===== config.mk =====
export PLATFORM = sky130hd
export DESIGN_NAME = tds_voltage_to_ppm_top_flat
export DESIGN_NICKNAME = d
export VERILOG_FILES = /design/src/rtl/tds_pkg.sv /design/src/rtl/tds_in_if.sv /design/src/rtl/tds_out_if.sv /design/src/rtl/tds_cfg_if.sv /design/src/rtl/tds_div.sv /design/src/rtl/tds_dp.sv /design/src/rtl/tds_ctrl.sv /design/src/rtl/tds_voltage_to_ppm_top.sv /design/src/flat_wrapper.sv
export SDC_FILE = /design/constraint.sdc
export NUM_CORES = 2
export LEC_CHECK = 0
export BUFFER_PORTS_ARGS = -buffer_cell sky130_fd_sc_hd__buf_2
export CORE_MARGIN = 3
export CORE_UTILIZATION = 50
export CTS_CLUSTER_SIZE = 8
export DETAILED_ROUTE_END_ITERATION = 10
export PLACE_DENSITY = 0.68
export RECOVER_POWER = 50
export SYNTH_ARGS = -nofsm -noshare
export SYNTH_HDL_FRONTEND = slang
export SYNTH_SLANG_ARGS = --single-unit

===== constraint.sdc =====
create_clock -name i_clk -period 9.83 [get_ports i_clk]
set_clock_uncertainty 0.2 [all_clocks]
set_input_delay 2.949 -clock i_clk [delete_from_list [all_inputs] [get_ports i_clk]]
set_output_delay 2.949 -clock i_clk [all_outputs]
set_load 0.1 [all_outputs]

===== src/rtl/tds_pkg.sv =====
// ----------------------------------------------------------------------------
// tds_pkg
// Widths, constants, datapath commands and status for the TDS converter.
// ----------------------------------------------------------------------------
package tds_pkg;

    // Field and register widths
    localparam int VOLT_W     = 16;
    localparam int KNOWN_W    = 20;
    localparam int TDS_W      = 20;
    localparam int K_W        = 16;
    localparam int TEMP_W     = 15;
    localparam int GAIN_W     = 16;
    localparam int BIAS_W     = 20;
    localparam int CFG_IDX_W  = 2;
    localparam int CFG_DATA_W = 20;

    // Register indexes on the configuration port
    localparam logic [CFG_IDX_W-1:0] CFG_WATER_TEMP = 2'd0;
    localparam logic [CFG_IDX_W-1:0] CFG_CAL_GAIN   = 2'd1;
    localparam logic [CFG_IDX_W-1:0] CFG_CAL_BIAS   = 2'd2;

    // Register reset values
    localparam logic [TEMP_W-1:0] TEMP_RESET = 15'd6400;
    localparam logic [GAIN_W-1:0] GAIN_RESET = 16'd4096;
    localparam logic [BIAS_W-1:0] BIAS_RESET = 20'd0;
    localparam logic [K_W-1:0]    K_ONE      = 16'd4096;
    localparam logic [K_W-1:0]    K_MAX      = 16'hFFFF;
    localparam logic [TDS_W-1:0]  TDS_MAX    = 20'hFFFFF;

    // Internal widths of the conversion
    localparam int TEMP_D_W = 16;   // 6400 + temperature
    localparam int CV_W     = 16;   // compensated volts, Q.12
    localparam int C2_W     = 32;   // cv squared
    localparam int T2_W     = 31;   // 25586 * cv
    localparam int Q_W      = 46;   // quadratic factor of the cubic
    localparam int Q_SUM_W  = Q_W + 1;
    localparam int P_W      = 62;   // cv * Q
    localparam int P_HI_LSB = 32;
    localparam int RAW_W    = 23;   // raw TDS, Q19.4
    localparam int MK_W     = RAW_W + K_W;
    localparam int MG_W     = MK_W + GAIN_W;
    localparam int MEAS_SH  = 24;
    localparam int S_W      = MG_W + 2;

    // Shared multiplier
    localparam int MUL_AW = 48;
    localparam int MUL_BW = 16;
    localparam int PROD_W = MUL_AW + MUL_BW;

    // Shared divider: two quotient bits per cycle
    localparam int DIV_NW           = 34;
    localparam int DIV_DW           = 23;
    localparam int DIV_BITS_PER_CYC = 2;
    localparam int DIV_STEPS        = DIV_NW / DIV_BITS_PER_CYC;
    localparam int DIV_CNT_W        = $clog2(DIV_STEPS + 1);

    // Cubic coefficients scaled by 100, temperature and rounding constants
    localparam int C_TEMP_BASE = 6400;
    localparam int C_A3        = 13342;
    localparam int C_A2        = 25586;
    localparam int C_A1        = 85739;
    localparam int C_RAW_DEN   = 100;
    localparam int C_RAW_HALF  = 50;
    localparam int C_KQ_SH     = 12;
    localparam logic [Q_SUM_W-1:0] C_LIN_TERM = Q_SUM_W'(C_A1) << MEAS_SH;
    localparam logic [S_W-1:0]     C_ROUND_S  = S_W'(1) << (MEAS_SH - 1);

    // Operation codes of an input word
    localparam logic OPER_MEASURE   = 1'b0;
    localparam logic OPER_CALIBRATE = 1'b1;

    // Datapath micro-operations
    typedef enum logic [3:0] {
        OP_NONE,
        OP_LOAD,
        OP_DIV_CV,
        OP_M25,
        OP_SQ,
        OP_M13,
        OP_QSUM,
        OP_MP,
        OP_DIV_RAW,
        OP_MK,
        OP_MG,
        OP_FIN_MEAS,
        OP_DIV_K,
        OP_FIN_CAL,
        OP_FIN_ZERO
    } t_dp_op;

    typedef struct packed {
        t_dp_op op;
    } t_dp_cmd;

    typedef struct packed {
        logic div_busy;
        logic is_cal;
        logic q_zero;
        logic out_free;
    } t_dp_sts;

endpackage


===== src/rtl/tds_in_if.sv =====
// ----------------------------------------------------------------------------
// tds_in_if
// Input word channel: operation, probe voltage and reference ppm.
// ----------------------------------------------------------------------------
interface tds_in_if import tds_pkg::*; ();
    logic               valid;
    logic               ready;
    logic               operation;
    logic [VOLT_W-1:0]  probe_volts;
    logic [KNOWN_W-1:0] known_ppm;

    modport source (output valid, output operation, output probe_volts,
                    output known_ppm, input ready);
    modport sink   (input valid, input operation, input probe_volts,
                    input known_ppm, output ready);
endinterface


===== src/rtl/tds_out_if.sv =====
// ----------------------------------------------------------------------------
// tds_out_if
// Result word channel: TDS value, k factor and flags.
// ----------------------------------------------------------------------------
interface tds_out_if import tds_pkg::*; ();
    logic             valid;
    logic             ready;
    logic [TDS_W-1:0] tds_ppm;
    logic [K_W-1:0]   k_now;
    logic             k_changed;
    logic             saturated;

    modport source (output valid, output tds_ppm, output k_now, output k_changed,
                    output saturated, input ready);
    modport sink   (input valid, input tds_ppm, input k_now, input k_changed,
                    input saturated, output ready);
endinterface


===== src/rtl/tds_cfg_if.sv =====
// ----------------------------------------------------------------------------
// tds_cfg_if
// Configuration write channel: register index and write data.
// ----------------------------------------------------------------------------
interface tds_cfg_if import tds_pkg::*; ();
    logic                  valid;
    logic                  ready;
    logic [CFG_IDX_W-1:0]  index;
    logic [CFG_DATA_W-1:0] data;

    modport source (output valid, output index, output data, input ready);
    modport sink   (input valid, input index, input data, output ready);
endinterface


===== src/rtl/tds_div.sv =====
// ----------------------------------------------------------------------------
// tds_div
// Restoring unsigned divider, two quotient bits per cycle.
// ----------------------------------------------------------------------------
module tds_div import tds_pkg::*; (
    input  logic              i_clk,
    input  logic              i_rst_n,
    input  logic              i_start,
    input  logic [DIV_NW-1:0] i_num,
    input  logic [DIV_DW-1:0] i_den,
    output logic              o_busy,
    output logic [DIV_NW-1:0] o_quo
);
    logic [DIV_CNT_W-1:0] r_cnt;
    logic [DIV_DW-1:0]    r_rem;
    logic [DIV_DW-1:0]    n_rem;
    logic [DIV_NW-1:0]    r_quo;
    logic [DIV_NW-1:0]    n_quo;
    logic [DIV_DW-1:0]    r_den;
    logic [DIV_DW:0]      trial;

    // Two restoring steps: shift in the next dividend bit, subtract if it fits
    always_comb begin
        n_rem = r_rem;
        n_quo = r_quo;
        trial = '0;
        for (int j = 0; j < DIV_BITS_PER_CYC; j++) begin
            trial = {n_rem, n_quo[DIV_NW-1]};
            n_quo = {n_quo[DIV_NW-2:0], 1'b0};
            if (trial >= {1'b0, r_den}) begin
                trial    = trial - {1'b0, r_den};
                n_quo[0] = 1'b1;
            end
            n_rem = trial[DIV_DW-1:0];
        end
    end

    // Step counter
    always_ff @(posedge i_clk) begin
        if (!i_rst_n) begin
            r_cnt <= '0;
        end else if (i_start) begin
            r_cnt <= DIV_CNT_W'(DIV_STEPS);
        end else if (r_cnt != '0) begin
            r_cnt <= r_cnt - DIV_CNT_W'(1);
        end
    end

    // Dividend shifts out as the quotient shifts in
    always_ff @(posedge i_clk) begin
        if (i_start) begin
            r_rem <= '0;
            r_quo <= i_num;
            r_den <= i_den;
        end else if (r_cnt != '0) begin
            r_rem <= n_rem;
            r_quo <= n_quo;
        end
    end

    assign o_busy = (r_cnt != '0);
    assign o_quo  = r_quo;
endmodule


===== src/rtl/tds_dp.sv =====
// ----------------------------------------------------------------------------
// tds_dp
// Datapath: configuration registers, k factor, shared multiplier, divider
// and the output register.
// ----------------------------------------------------------------------------
module tds_dp import tds_pkg::*; (
    input  logic                  i_clk,
    input  logic                  i_rst_n,
    input  t_dp_cmd               i_cmd,
    output t_dp_sts               o_sts,
    input  logic                  i_operation,
    input  logic [VOLT_W-1:0]     i_probe_volts,
    input  logic [KNOWN_W-1:0]    i_known_ppm,
    input  logic                  i_cfg_wr,
    input  logic [CFG_IDX_W-1:0]  i_cfg_index,
    input  logic [CFG_DATA_W-1:0] i_cfg_data,
    output logic                  o_out_valid,
    input  logic                  i_out_ready,
    output logic [TDS_W-1:0]      o_tds_ppm,
    output logic [K_W-1:0]        o_k_now,
    output logic                  o_k_changed,
    output logic                  o_saturated
);
    // Configuration and state
    logic [TEMP_W-1:0]   r_water_temp;
    logic [GAIN_W-1:0]   r_cal_gain;
    logic [BIAS_W-1:0]   r_cal_bias;
    logic [K_W-1:0]      r_k;

    // Item and working registers
    logic                r_op;
    logic [VOLT_W-1:0]   r_volts;
    logic [KNOWN_W-1:0]  r_known;
    logic [CV_W-1:0]     r_cv;
    logic [C2_W-1:0]     r_c2;
    logic [T2_W-1:0]     r_t2;
    logic [Q_W-1:0]      r_q;
    logic [PROD_W-1:0]   r_prod;

    // Output register
    logic                r_out_valid;
    logic [TDS_W-1:0]    r_tds;
    logic                r_k_changed;
    logic                r_sat;

    // Combinational helpers
    logic [MUL_AW-1:0]   mul_a;
    logic [MUL_BW-1:0]   mul_b;
    logic [PROD_W-1:0]   mul_p;
    logic                div_start;
    logic [DIV_NW-1:0]   div_num;
    logic [DIV_DW-1:0]   div_den;
    logic                div_busy;
    logic [DIV_NW-1:0]   div_quo;
    logic [TEMP_D_W-1:0] temp_den;
    logic [Q_SUM_W-1:0]  q_sum;
    logic [S_W-1:0]      bias_ext;
    logic [S_W-1:0]      meas_sum;
    logic                meas_neg;
    logic                meas_ovf;
    logic                k_ovf;
    logic                out_free;

    // Compensation denominator: 6400 + temperature
    assign temp_den = TEMP_D_W'(C_TEMP_BASE) + TEMP_D_W'(r_water_temp);

    // Shared multiplier operand select
    always_comb begin
        mul_a = '0;
        mul_b = '0;
        case (i_cmd.op)
            OP_M25: begin
                mul_a = MUL_AW'(div_quo[CV_W-1:0]);
                mul_b = MUL_BW'(C_A2);
            end
            OP_SQ: begin
                mul_a = MUL_AW'(r_cv);
                mul_b = r_cv;
            end
            OP_M13: begin
                mul_a = MUL_AW'(r_c2);
                mul_b = MUL_BW'(C_A3);
            end
            OP_MP: begin
                mul_a = MUL_AW'(r_q);
                mul_b = r_cv;
            end
            OP_MK: begin
                mul_a = MUL_AW'(div_quo[RAW_W-1:0]);
                mul_b = r_k;
            end
            OP_MG: begin
                mul_a = MUL_AW'(r_prod[MK_W-1:0]);
                mul_b = r_cal_gain;
            end
            default: begin
            end
        endcase
    end

    assign mul_p = {{MUL_BW{1'b0}}, mul_a} * {{MUL_AW{1'b0}}, mul_b};

    // Divider operand select
    always_comb begin
        div_start = 1'b0;
        div_num   = '0;
        div_den   = '0;
        case (i_cmd.op)
            OP_DIV_CV: begin
                div_start = 1'b1;
                div_num   = DIV_NW'(r_volts) * DIV_NW'(C_TEMP_BASE)
                          + DIV_NW'(temp_den >> 1);
                div_den   = DIV_DW'(temp_den);
            end
            OP_DIV_RAW: begin
                div_start = 1'b1;
                div_num   = DIV_NW'(r_prod[P_W-1:P_HI_LSB]) + DIV_NW'(C_RAW_HALF);
                div_den   = DIV_DW'(C_RAW_DEN);
            end
            OP_DIV_K: begin
                div_start = 1'b1;
                div_num   = DIV_NW'({r_known, {C_KQ_SH{1'b0}}})
                          + DIV_NW'(div_quo[RAW_W-1:1]);
                div_den   = div_quo[DIV_DW-1:0];
            end
            default: begin
            end
        endcase
    end

    tds_div u_div (
        .i_clk   (i_clk),
        .i_rst_n (i_rst_n),
        .i_start (div_start),
        .i_num   (div_num),
        .i_den   (div_den),
        .o_busy  (div_busy),
        .o_quo   (div_quo)
    );

    // Quadratic factor: 13342*cv^2 + 85739*2^24 - 25586*cv*2^12, never negative
    assign q_sum = Q_SUM_W'(r_prod[Q_W-1:0]) + C_LIN_TERM
                 - Q_SUM_W'({r_t2, {C_KQ_SH{1'b0}}});

    // Measure result: scaled raw plus bias, rounded, then range check
    assign bias_ext = {{(S_W - BIAS_W - MEAS_SH){r_cal_bias[BIAS_W-1]}},
                       r_cal_bias, {MEAS_SH{1'b0}}};
    assign meas_sum = S_W'(r_prod[MG_W-1:0]) + bias_ext + C_ROUND_S;
    assign meas_neg = meas_sum[S_W-1];
    assign meas_ovf = |meas_sum[S_W-2:MEAS_SH+TDS_W];

    // Calibrated k above full scale
    assign k_ovf = |div_quo[DIV_NW-1:K_W];

    assign out_free = !r_out_valid || i_out_ready;

    // Configuration, k factor and output valid
    always_ff @(posedge i_clk) begin
        if (!i_rst_n) begin
            r_water_temp <= TEMP_RESET;
            r_cal_gain   <= GAIN_RESET;
            r_cal_bias   <= BIAS_RESET;
            r_k          <= K_ONE;
            r_out_valid  <= 1'b0;
        end else begin
            if (i_cfg_wr) begin
                unique case (i_cfg_index)
                    CFG_WATER_TEMP: r_water_temp <= i_cfg_data[TEMP_W-1:0];
                    CFG_CAL_GAIN:   r_cal_gain   <= i_cfg_data[GAIN_W-1:0];
                    CFG_CAL_BIAS:   r_cal_bias   <= i_cfg_data[BIAS_W-1:0];
                    default: begin
                    end
                endcase
            end
            if (i_cmd.op == OP_FIN_CAL) begin
                r_k <= k_ovf ? K_MAX : div_quo[K_W-1:0];
            end
            if (i_cmd.op == OP_FIN_MEAS || i_cmd.op == OP_FIN_CAL ||
                i_cmd.op == OP_FIN_ZERO) begin
                r_out_valid <= 1'b1;
            end else if (i_out_ready) begin
                r_out_valid <= 1'b0;
            end
        end
    end

    // Working registers and result payload
    always_ff @(posedge i_clk) begin
        unique case (i_cmd.op)
            OP_LOAD: begin
                r_op    <= i_operation;
                r_volts <= i_probe_volts;
                r_known <= i_known_ppm;
            end
            OP_M25: begin
                r_cv <= div_quo[CV_W-1:0];
                r_t2 <= mul_p[T2_W-1:0];
            end
            OP_SQ:   r_c2   <= mul_p[C2_W-1:0];
            OP_M13:  r_prod <= mul_p;
            OP_QSUM: r_q    <= q_sum[Q_W-1:0];
            OP_MP:   r_prod <= mul_p;
            OP_MK:   r_prod <= mul_p;
            OP_MG:   r_prod <= mul_p;
            OP_FIN_MEAS: begin
                r_k_changed <= 1'b0;
                if (meas_neg) begin
                    r_tds <= '0;
                    r_sat <= 1'b1;
                end else if (meas_ovf) begin
                    r_tds <= TDS_MAX;
                    r_sat <= 1'b1;
                end else begin
                    r_tds <= meas_sum[MEAS_SH+TDS_W-1:MEAS_SH];
                    r_sat <= 1'b0;
                end
            end
            OP_FIN_CAL: begin
                r_tds       <= '0;
                r_k_changed <= 1'b1;
                r_sat       <= k_ovf;
            end
            OP_FIN_ZERO: begin
                r_tds       <= '0;
                r_k_changed <= 1'b0;
                r_sat       <= 1'b0;
            end
            default: begin
            end
        endcase
    end

    // Status back to the controller
    always_comb begin
        o_sts.div_busy = div_busy;
        o_sts.is_cal   = (r_op == OPER_CALIBRATE);
        o_sts.q_zero   = (div_quo == '0);
        o_sts.out_free = out_free;
    end

    assign o_out_valid = r_out_valid;
    assign o_tds_ppm   = r_tds;
    assign o_k_now     = r_k;
    assign o_k_changed = r_k_changed;
    assign o_saturated = r_sat;
endmodule


===== src/rtl/tds_ctrl.sv =====
// ----------------------------------------------------------------------------
// tds_ctrl
// Sequencer: steps the datapath through one conversion per input word.
// ----------------------------------------------------------------------------
module tds_ctrl import tds_pkg::*; (
    input  logic    i_clk,
    input  logic    i_rst_n,
    input  logic    i_in_valid,
    output logic    o_in_ready,
    input  t_dp_sts i_sts,
    output t_dp_cmd o_cmd
);
    typedef enum logic [16:0] {
        S_IDLE   = 17'h00001,
        S_DIVCV  = 17'h00002,
        S_WCV    = 17'h00004,
        S_M25    = 17'h00008,
        S_SQ     = 17'h00010,
        S_M13    = 17'h00020,
        S_QSUM   = 17'h00040,
        S_MP     = 17'h00080,
        S_DIVRAW = 17'h00100,
        S_WRAW   = 17'h00200,
        S_MK     = 17'h00400,
        S_MG     = 17'h00800,
        S_FINM   = 17'h01000,
        S_DIVK   = 17'h02000,
        S_WK     = 17'h04000,
        S_FINC   = 17'h08000,
        S_FINZ   = 17'h10000
    } t_state;

    t_state r_state;
    t_state n_state;

    // Next state and command
    always_comb begin
        n_state    = r_state;
        o_cmd.op   = OP_NONE;
        o_in_ready = 1'b0;
        unique case (r_state)
            S_IDLE: begin
                o_in_ready = 1'b1;
                if (i_in_valid) begin
                    o_cmd.op = OP_LOAD;
                    n_state  = S_DIVCV;
                end
            end
            S_DIVCV: begin
                o_cmd.op = OP_DIV_CV;
                n_state  = S_WCV;
            end
            S_WCV: begin
                if (!i_sts.div_busy) begin
                    n_state = S_M25;
                end
            end
            S_M25: begin
                o_cmd.op = OP_M25;
                n_state  = S_SQ;
            end
            S_SQ: begin
                o_cmd.op = OP_SQ;
                n_state  = S_M13;
            end
            S_M13: begin
                o_cmd.op = OP_M13;
                n_state  = S_QSUM;
            end
            S_QSUM: begin
                o_cmd.op = OP_QSUM;
                n_state  = S_MP;
            end
            S_MP: begin
                o_cmd.op = OP_MP;
                n_state  = S_DIVRAW;
            end
            S_DIVRAW: begin
                o_cmd.op = OP_DIV_RAW;
                n_state  = S_WRAW;
            end
            S_WRAW: begin
                if (!i_sts.div_busy) begin
                    if (!i_sts.is_cal) begin
                        n_state = S_MK;
                    end else if (i_sts.q_zero) begin
                        n_state = S_FINZ;
                    end else begin
                        n_state = S_DIVK;
                    end
                end
            end
            S_MK: begin
                o_cmd.op = OP_MK;
                n_state  = S_MG;
            end
            S_MG: begin
                o_cmd.op = OP_MG;
                n_state  = S_FINM;
            end
            S_FINM: begin
                if (i_sts.out_free) begin
                    o_cmd.op = OP_FIN_MEAS;
                    n_state  = S_IDLE;
                end
            end
            S_DIVK: begin
                o_cmd.op = OP_DIV_K;
                n_state  = S_WK;
            end
            S_WK: begin
                if (!i_sts.div_busy) begin
                    n_state = S_FINC;
                end
            end
            S_FINC: begin
                if (i_sts.out_free) begin
                    o_cmd.op = OP_FIN_CAL;
                    n_state  = S_IDLE;
                end
            end
            S_FINZ: begin
                if (i_sts.out_free) begin
                    o_cmd.op = OP_FIN_ZERO;
                    n_state  = S_IDLE;
                end
            end
            default: begin
                n_state = S_IDLE;
            end
        endcase
    end

    // State register
    always_ff @(posedge i_clk) begin
        if (!i_rst_n) begin
            r_state <= S_IDLE;
        end else begin
            r_state <= n_state;
        end
    end
endmodule


===== src/rtl/tds_voltage_to_ppm_top.sv =====
// ----------------------------------------------------------------------------
// tds_voltage_to_ppm_top
// Flow: measure and calibrate words share the conversion to a raw value; a
//   calibrate word skips the k division when the raw value rounds to zero.
// Throughput: one word at a time; the next word is accepted once the result
//   is loaded. Set by the passes of the shared divider.
// Reset: synchronous, active low; k factor returns to 1.0, registers to
//   their defaults, pending result dropped.
// ----------------------------------------------------------------------------
module tds_voltage_to_ppm_top import tds_pkg::*; (
    input logic       i_clk,
    input logic       i_rst_n,
    tds_in_if.sink    i_in,
    tds_cfg_if.sink   i_cfg,
    tds_out_if.source o_out
);
    t_dp_cmd cmd;
    t_dp_sts sts;
    logic    in_ready;

    tds_ctrl u_ctrl (
        .i_clk      (i_clk),
        .i_rst_n    (i_rst_n),
        .i_in_valid (i_in.valid),
        .o_in_ready (in_ready),
        .i_sts      (sts),
        .o_cmd      (cmd)
    );

    tds_dp u_dp (
        .i_clk         (i_clk),
        .i_rst_n       (i_rst_n),
        .i_cmd         (cmd),
        .o_sts         (sts),
        .i_operation   (i_in.operation),
        .i_probe_volts (i_in.probe_volts),
        .i_known_ppm   (i_in.known_ppm),
        .i_cfg_wr      (i_cfg.valid),
        .i_cfg_index   (i_cfg.index),
        .i_cfg_data    (i_cfg.data),
        .o_out_valid   (o_out.valid),
        .i_out_ready   (o_out.ready),
        .o_tds_ppm     (o_out.tds_ppm),
        .o_k_now       (o_out.k_now),
        .o_k_changed   (o_out.k_changed),
        .o_saturated   (o_out.saturated)
    );

    // Input side follows the sequencer; register writes are always taken
    assign i_in.ready  = in_ready;
    assign i_cfg.ready = 1'b1;
endmodule


===== src/flat_wrapper.sv =====
// flat-port wrapper written by rule: the top's interface ports become plain ports
module tds_voltage_to_ppm_top_flat import tds_pkg::*;
  (i_clk, i_rst_n, i_in_valid, i_in_operation, i_in_probe_volts, i_in_known_ppm, i_in_ready, i_cfg_valid, i_cfg_index, i_cfg_data, i_cfg_ready, o_out_valid, o_out_tds_ppm, o_out_k_now, o_out_k_changed, o_out_saturated, o_out_ready);
  tds_in_if i_in_i ();
  tds_cfg_if i_cfg_i ();
  tds_out_if o_out_i ();
  input logic i_clk;
  input logic i_rst_n;
  input wire logic [$bits(i_in_i.valid)-1:0] i_in_valid;
  input wire logic [$bits(i_in_i.operation)-1:0] i_in_operation;
  input wire logic [$bits(i_in_i.probe_volts)-1:0] i_in_probe_volts;
  input wire logic [$bits(i_in_i.known_ppm)-1:0] i_in_known_ppm;
  output wire logic [$bits(i_in_i.ready)-1:0] i_in_ready;
  input wire logic [$bits(i_cfg_i.valid)-1:0] i_cfg_valid;
  input wire logic [$bits(i_cfg_i.index)-1:0] i_cfg_index;
  input wire logic [$bits(i_cfg_i.data)-1:0] i_cfg_data;
  output wire logic [$bits(i_cfg_i.ready)-1:0] i_cfg_ready;
  output wire logic [$bits(o_out_i.valid)-1:0] o_out_valid;
  output wire logic [$bits(o_out_i.tds_ppm)-1:0] o_out_tds_ppm;
  output wire logic [$bits(o_out_i.k_now)-1:0] o_out_k_now;
  output wire logic [$bits(o_out_i.k_changed)-1:0] o_out_k_changed;
  output wire logic [$bits(o_out_i.saturated)-1:0] o_out_saturated;
  input wire logic [$bits(o_out_i.ready)-1:0] o_out_ready;
  assign i_in_i.valid = i_in_valid;
  assign i_in_i.operation = i_in_operation;
  assign i_in_i.probe_volts = i_in_probe_volts;
  assign i_in_i.known_ppm = i_in_known_ppm;
  assign i_in_ready = i_in_i.ready;
  assign i_cfg_i.valid = i_cfg_valid;
  assign i_cfg_i.index = i_cfg_index;
  assign i_cfg_i.data = i_cfg_data;
  assign i_cfg_ready = i_cfg_i.ready;
  assign o_out_valid = o_out_i.valid;
  assign o_out_tds_ppm = o_out_i.tds_ppm;
  assign o_out_k_now = o_out_i.k_now;
  assign o_out_k_changed = o_out_i.k_changed;
  assign o_out_saturated = o_out_i.saturated;
  assign o_out_i.ready = o_out_ready;
  tds_voltage_to_ppm_top u_core (.i_clk(i_clk), .i_rst_n(i_rst_n), .i_in(i_in_i), .i_cfg(i_cfg_i), .o_out(o_out_i));
endmodule

**After elaboration in Yosys (flattened, before gate mapping)**

Index checks and enable logic that the tools add are counted.

- Logic and storage cells: 138
- Flip-flop bits (word level): 416
- Bits of input ports: 64

- Add/sub/neg operators: 11
- $lt $le $gt $ge: 2
- Bitwise logic cells: 1
- Reductions and logical operators: 25
- Multipliers: 2
- Equal/unequal tests: 38
- Muxes and demuxes: 37

Operator list:

| operator | number |
|---|---|
| 46-bit case mux with 6 select lines | 1 |
| 17-bit case mux with 15 select lines | 1 |
| 17-bit 2-to-1 mux | 7 |
| 33-bit case mux with 3 select lines | 1 |
| 16-bit case mux with 5 select lines | 1 |
| 23-bit case mux with 3 select lines | 1 |
| 34-bit 2-to-1 mux | 2 |
| 46-bit by 16-bit multiplier with 62-bit output | 1 |
| 56-bit by 44-bit adder with 57-bit output | 1 |
| 57-bit by 24-bit adder with 57-bit output (second input constant) | 1 |
| 4-bit case mux with 14 select lines | 1 |
| 24-bit by 23-bit greater-or-equal comparator with 1-bit output | 2 |
| 46-bit by 41-bit adder with 46-bit output (second input constant) | 1 |
| 23-bit 2-to-1 mux | 2 |
| 23-bit subtractor | 2 |
| 46-bit by 43-bit subtractor with 46-bit output | 1 |
| 20-bit 2-to-1 mux | 2 |
| 20-bit case mux with 2 select lines | 1 |
| 34-bit zero test | 1 |
| 32-bit by 22-bit adder with 33-bit output | 1 |
| 30-bit by 6-bit adder with 31-bit output (second input constant) | 1 |
| 29-bit by 15-bit adder with 30-bit output | 1 |
| 4-bit equality test (second input constant) | 7 |
| 16-bit by 5-bit multiplier with 21-bit output (second input constant) | 1 |
| 46 further kinds | 75 |

**Logic depth before layout (Yosys ltp)**

- Depth in word-level cells: 8
- Gate-level depth with buffers: 38

**By module**

A second synthesis with hierarchy kept.

- Cells, all modules: 5,672
- Area, all modules: 50,532.2 µm²

Modules (own cells, without submodules):

| module | area an instance (µm²) | sequential area each (µm²) | cells each | times used |
|---|---|---|---|---|
| tds_dp | 43,229.0 | 8,748.4 | 4,896 | 1 |
| tds_div | 6,084.6 | 2,272.2 | 628 | 1 |
| tds_ctrl | 1,207.4 | 340.3 | 146 | 1 |
| tds_voltage_to_ppm_top | 11.3 | 0.0 | 2 | 1 |

**Worst setup path after synthesis**

Ideal clock, no wire load.

- Kind: flip-flop to flip-flop
- Start point: register u_core.u_ctrl.r_state[9]
- End point: register u_core.u_dp.r_prod[56], data pin
- Path buffers: 3
- Period minus slack after synthesis: 9.231 ns
- Slack: 0.599 ns
- Cell stages (with the launch flop): 32
- Arrival: 8.772 ns
- Setup time: 0.259 ns
- Path through: dfxtp_1 or4_4 nor4_4 nand3_1 nor3_2 and3b_1 buf_4 clkbuf_1 nand2_1 and3_1 clkbuf_1 nor2_1 fa_1 fa_1 fa_1 fa_1 fa_1 inv_1 fa_1 inv_1 ha_1 a21o_1 a21oi_1 nor2_1 o41ai_1 a2bb2oi_1 a21oi_1 o311ai_0 a31oi_1 a21o_1 a21oi_1 xnor2_1

- Cells in the longest elaborated chain, start to end: 6

Ends and longest elaborated chain:

| what | RTL line | RTL |
|---|---|---|
| from (decl) | tds_ctrl.sv:33 | `t_state r_state;` |
| from (signal assigned) | tds_ctrl.sv:139 | `r_state <= n_state;` |
| 17-bit equality test, or another cell as far along | tds_ctrl.sv:41 | `unique case (r_state)` |
| 4-bit case mux with 14 select lines (*) | tds_ctrl.sv:41 |  |
| 4-bit by 3-bit equality test with 1-bit output | tds_dp.sv:71 | `case (i_cmd.op)` |
| 2-bit OR reduction (no line) | - |  |
| 16-bit case mux with 5 select lines | tds_dp.sv:71 |  |
| 46-bit by 16-bit multiplier with 62-bit output (*) | tds_dp.sv:101 | `assign mul_p = {{MUL_BW{1'b0}}, mul_a} * {{MUL_AW{1'b0}}, mul_b};` |
| net u_core.u_dp.mul_p[56] | tds_dp.sv:49 | `logic [PROD_W-1:0] mul_p;` |
| to (signal assigned) | tds_dp.sv:200 | `OP_M13: r_prod <= mul_p;` |
| to (signal assigned) | tds_dp.sv:202 | `OP_MP: r_prod <= mul_p;` |
| to (signal assigned) | tds_dp.sv:203 | `OP_MK: r_prod <= mul_p;` |
| to (decl) | tds_dp.sv:38 | `logic [PROD_W-1:0] r_prod;` |

Mark *: on every way through the listed nets, which the timed path passes. The rest lies on a longest branch.
A chain may end at the register's enable or synchronous reset.

**Worst setup path after layout**

- Start point: register u_core.u_ctrl.r_state[16]
- End point: register u_core.u_dp.r_prod[59], data pin

Same word-level chain as after synthesis.

==> qor.yml <==
grt_max_degree: 55
dieHeight_um: 318
yosys.area_share.simple_pct: 15.3
synth_nets: 6436
crit_family: "adder cells"
place_area_um2: 50900
slew-limit-headroom_pct: -24.5
ir_worst_vdd_mv: 0.153
synthFlopType: "edfxtp_1"
core_um2: 95700
maxCapViolCount: 1
cp.buffers_inverters: 4
h-tree-depth: 2
drt_iter0_drc: 3838
drc_errors: 0
synth.area.top_cells: "fa_1 26%, edfxtp_1 19%, ha_1 9.3%"
hold_path.class: "reg2reg"
post-route-period-util_pct: 97.0
vias: 39458
routedWlPerCell_um: 22.2
finalSetupViolations: 0
grt_pass1_wl_mm: 234
path_max_fanout: 19
synth.top_cell.area_share_pct: 26.0
swShare_pct: 37.8
syn_to_final_growth_pct: 8.81
dp.cells: 6671
cts_root_buffer: "clkbuf_16"
cts_tree: "built"
first_global_vias: 39717
synthAdderAreaFrac_pct: 35.3
cts_sinks: 416
synth-compound-area-share_pct: 12.0
insertion_delay_ps: 630
seq_power_share_pct: 33.0
design_area_um2: 52900
num_rows: 113
hold_viol_final: 0
violations: "capacitance limit, slew limit"
synth-edff-count: 303
syn_inst: 5380
ys_ff_latch: 416
end_kind: "flip-flop"
power.switching_mw: 2.71
clkTransAtPathRegs_ps: 50
yosysUniqueCellTypes: 95
vias_per_cell: 5.81
numCtsBuffers: 58
p_comb_share_pct: 39.9
drive_above_1_share_pct: 7.29
synth_area_um2: 48600
initial_core_util_pct: 50.8
status: "finished, violations left"
min_period_ps: 9540
nets: 6524
avgSynthCellArea_um2: 9.03
yosysSeqAreaShare_pct: 23.4
cpPeakStageDelay_ps: 690
synthArstFlopShare_pct: 0
slew_viol_final: 36
fmax_mhz: 105
holdBufCountCts: 0
cpMostUsedCell: "fa_1"
final_cells: 6786
worstSetupPathType: "reg2reg"
yosys_warnings: 0
p_int_mw: 4.47
grt_overflow_total: 0
setup_ws_ps: 292
synth_top_family_by_area: "adder cells"
die_width_um: 318
antenna_found_initial: 9
worst_pin_slew_ps: 1870
cp-start-kind: "flip-flop"
dr.pass1.iters: 9
die-area_um2: 101000
cp_slowest_cell: "a21oi_2"
critPathRequiredTime_ps: 10010
synthXorXnorAreaFrac_pct: 4.29
place_worst_setup_slack_ps: 99.9
crit_arrival_ps: 9720
synth_top_area_cell: "fa_1"
p_leak_nw: 24.1
power.share.clock_pct: 27.1
grtUsageTotal_pct: 29.7
muxShareOfSynthArea_pct: 0.711
place.gp.congestion: 0.982
setup_tns_ps: 0
wl_mm: 151
cellPowerDensity_nw_per_um2: 136
dp_hpwl_mm: 121
io_pins: 105
power_mw: 7.18
clock_path_buffers: 3
io_buffers: 103
antenna_left: 0
## logic make-up (layout without fill, tap and decap cells)
family,count (synthesis),in the layout
AOI/OAI and AO/OA,896,896
other,1,7
xor gates and xnor gates,238,238
DFF,416,416
muxes,32,32
and+or+nand+nor,1696,1696
adders and majority gates,992,992
buffers and inverters,1109,1244
## synth_stat cells (20+ instances only)
library cell / count
o21ai_0: 148
nand2b_1: 23
a22o_1: 27
a22oi_1: 28
and3_1: 43
nand4_1: 41
buf_4: 23
buf_2: 87
xor2_1: 92
o21a_1: 27
mux2_2: 20
a21oi_1: 314
a211oi_1: 37
and2_1: 58
nand3_1: 71
o21bai_1: 28
clkbuf_1: 98
nor3_1: 64
dfxtp_1: 113
a221o_1: 22
nor2b_1: 30
ha_1: 362
nor2_1: 405
nand2_1: 863
fa_1: 630
a21o_1: 93
edfxtp_1: 303
xnor2_1: 146
inv_1: 890
## sequential cells by signal (all words and copies together) (netlist names), 17 cells and up
signal                   cells
u_core.u_dp.u_div.o_quo     34
u_core.u_dp.r_c2            32
u_core.u_dp.o_tds_ppm       20
u_core.u_dp.u_div.r_den     23
u_core.u_dp.r_q             46
u_core.u_dp.r_cal_bias      20
u_core.u_dp.r_t2            31
u_core.u_dp.u_div.r_rem     23
u_core.u_dp.r_known         20
u_core.u_ctrl.r_state       17
u_core.u_dp.r_prod          62
## worst reg2reg max path: cells and delay by family, from the launching register on
| family | cells | cell delay (ps) |
|---|---|---|
| DFF | 1 | 630 |
| buffers and inverters | 4 | 720 |
| and+or+nand+nor | 9 | 1460 |
| muxes | 1 | 150 |
| adders and majority gates | 7 | 3550 |
| AOI/OAI and AO/OA | 8 | 2570 |
## final timing paths
check / start / to / slack, ps / cells after the start
setup / recovery: u_core.u_ctrl.r_state[16]$_SDFFE_PN0P_ / u_core.u_dp.r_prod[59]$_DFFE_PP_ / 290 / 29
hold / removal: u_core.u_dp.r_water_temp[1]$_SDFFE_PN0P_ / u_core.u_dp.r_water_temp[1]$_SDFFE_PN0P_ / 260 / 2
setup reg to reg: u_core.u_ctrl.r_state[16]$_SDFFE_PN0P_ / u_core.u_dp.r_prod[59]$_DFFE_PP_ / 290 / 29
hold reg to reg: u_core.u_dp.r_water_temp[1]$_SDFFE_PN0P_ / u_core.u_dp.r_water_temp[1]$_SDFFE_PN0P_ / 260 / 2
## cell type report
type                    instances  area (um^2)
clock buffers                 106         1720
clock inverters                 1         5.00
multi-input cells            3855        33100
well taps                    1265         1580
diodes                          6         15.0
repair buffers                246         1760
flip-flops and latches        416        11400
fillers                      8626        42900
inverters                     891         3350
## per-stage QoR
| stage | hold WS [ps] | util, % |
|---|---|---|
| 5_1_grt | 274 | 55.2 |
| 3_5_place_dp | 251 | 53.2 |
| 4_1_cts | 256 | 55.0 |
| 2_1_floorplan | 223 | - |
| 3_3_place_gp | 235 | 53.2 |
| 6_report | 259 | 55.2 |
## layout by cell type (no fill, tap or decap), types with 11 or more instances in the layout
master     instances
nand2_1          859
and3_1            43
o211ai_1          16
ha_1             362
xor2_1            92
a21oi_1          309
nor2_1           403
a221o_1           17
or3_1             13
o21ai_0          147
a21o_1            93
a221oi_1          15
nand2b_1          23
mux2_2            20
a31oi_1           17
a222oi_1          18
buf_4            110
a211oi_1          38
clkbuf_16         63
inv_1            888
and2_1            52
o21a_1            27
nor4_1            15
a22o_1            26
nand3_1           64
clkbuf_1          55
edfxtp_1         303
buf_12            11
buf_2            103
o21bai_1          28
xnor2_1          145
mux2i_1           12
o22ai_1           12
dfxtp_1          113
nor2b_1           30
a22oi_1           28
nand4_1           41
fa_1             630
nor3_1            62
## power groups by stage
stage / Sequential (mW) / Clock [mW] / Combinational, mW
2_1_floorplan: 2.27 / 0 / 2.19
3_3_place_gp: 2.39 / 0 / 2.78
3_5_place_dp: 2.39 / 0 / 2.83
4_1_cts: 2.36 / 1.96 / 2.85
5_1_grt: 2.37 / 2.03 / 3.17
6_report: 2.37 / 1.95 / 2.87
## metal layers
metal	GRT usage, %	part of all wire (%)
met5	0	0.011
met4	10.3	3.8
met2	47.0	46
met1	41.2	41
met3	5.53	9.1
## what timing repair did
| action | in CTS | in global routing |
|---|---|---|
| buffers inserted | 0 | 1 |
| setup endpoints to repair | 0 | 26 |
| resized for setup | 0 | 50 |
(Power assumes the default switching activity.)
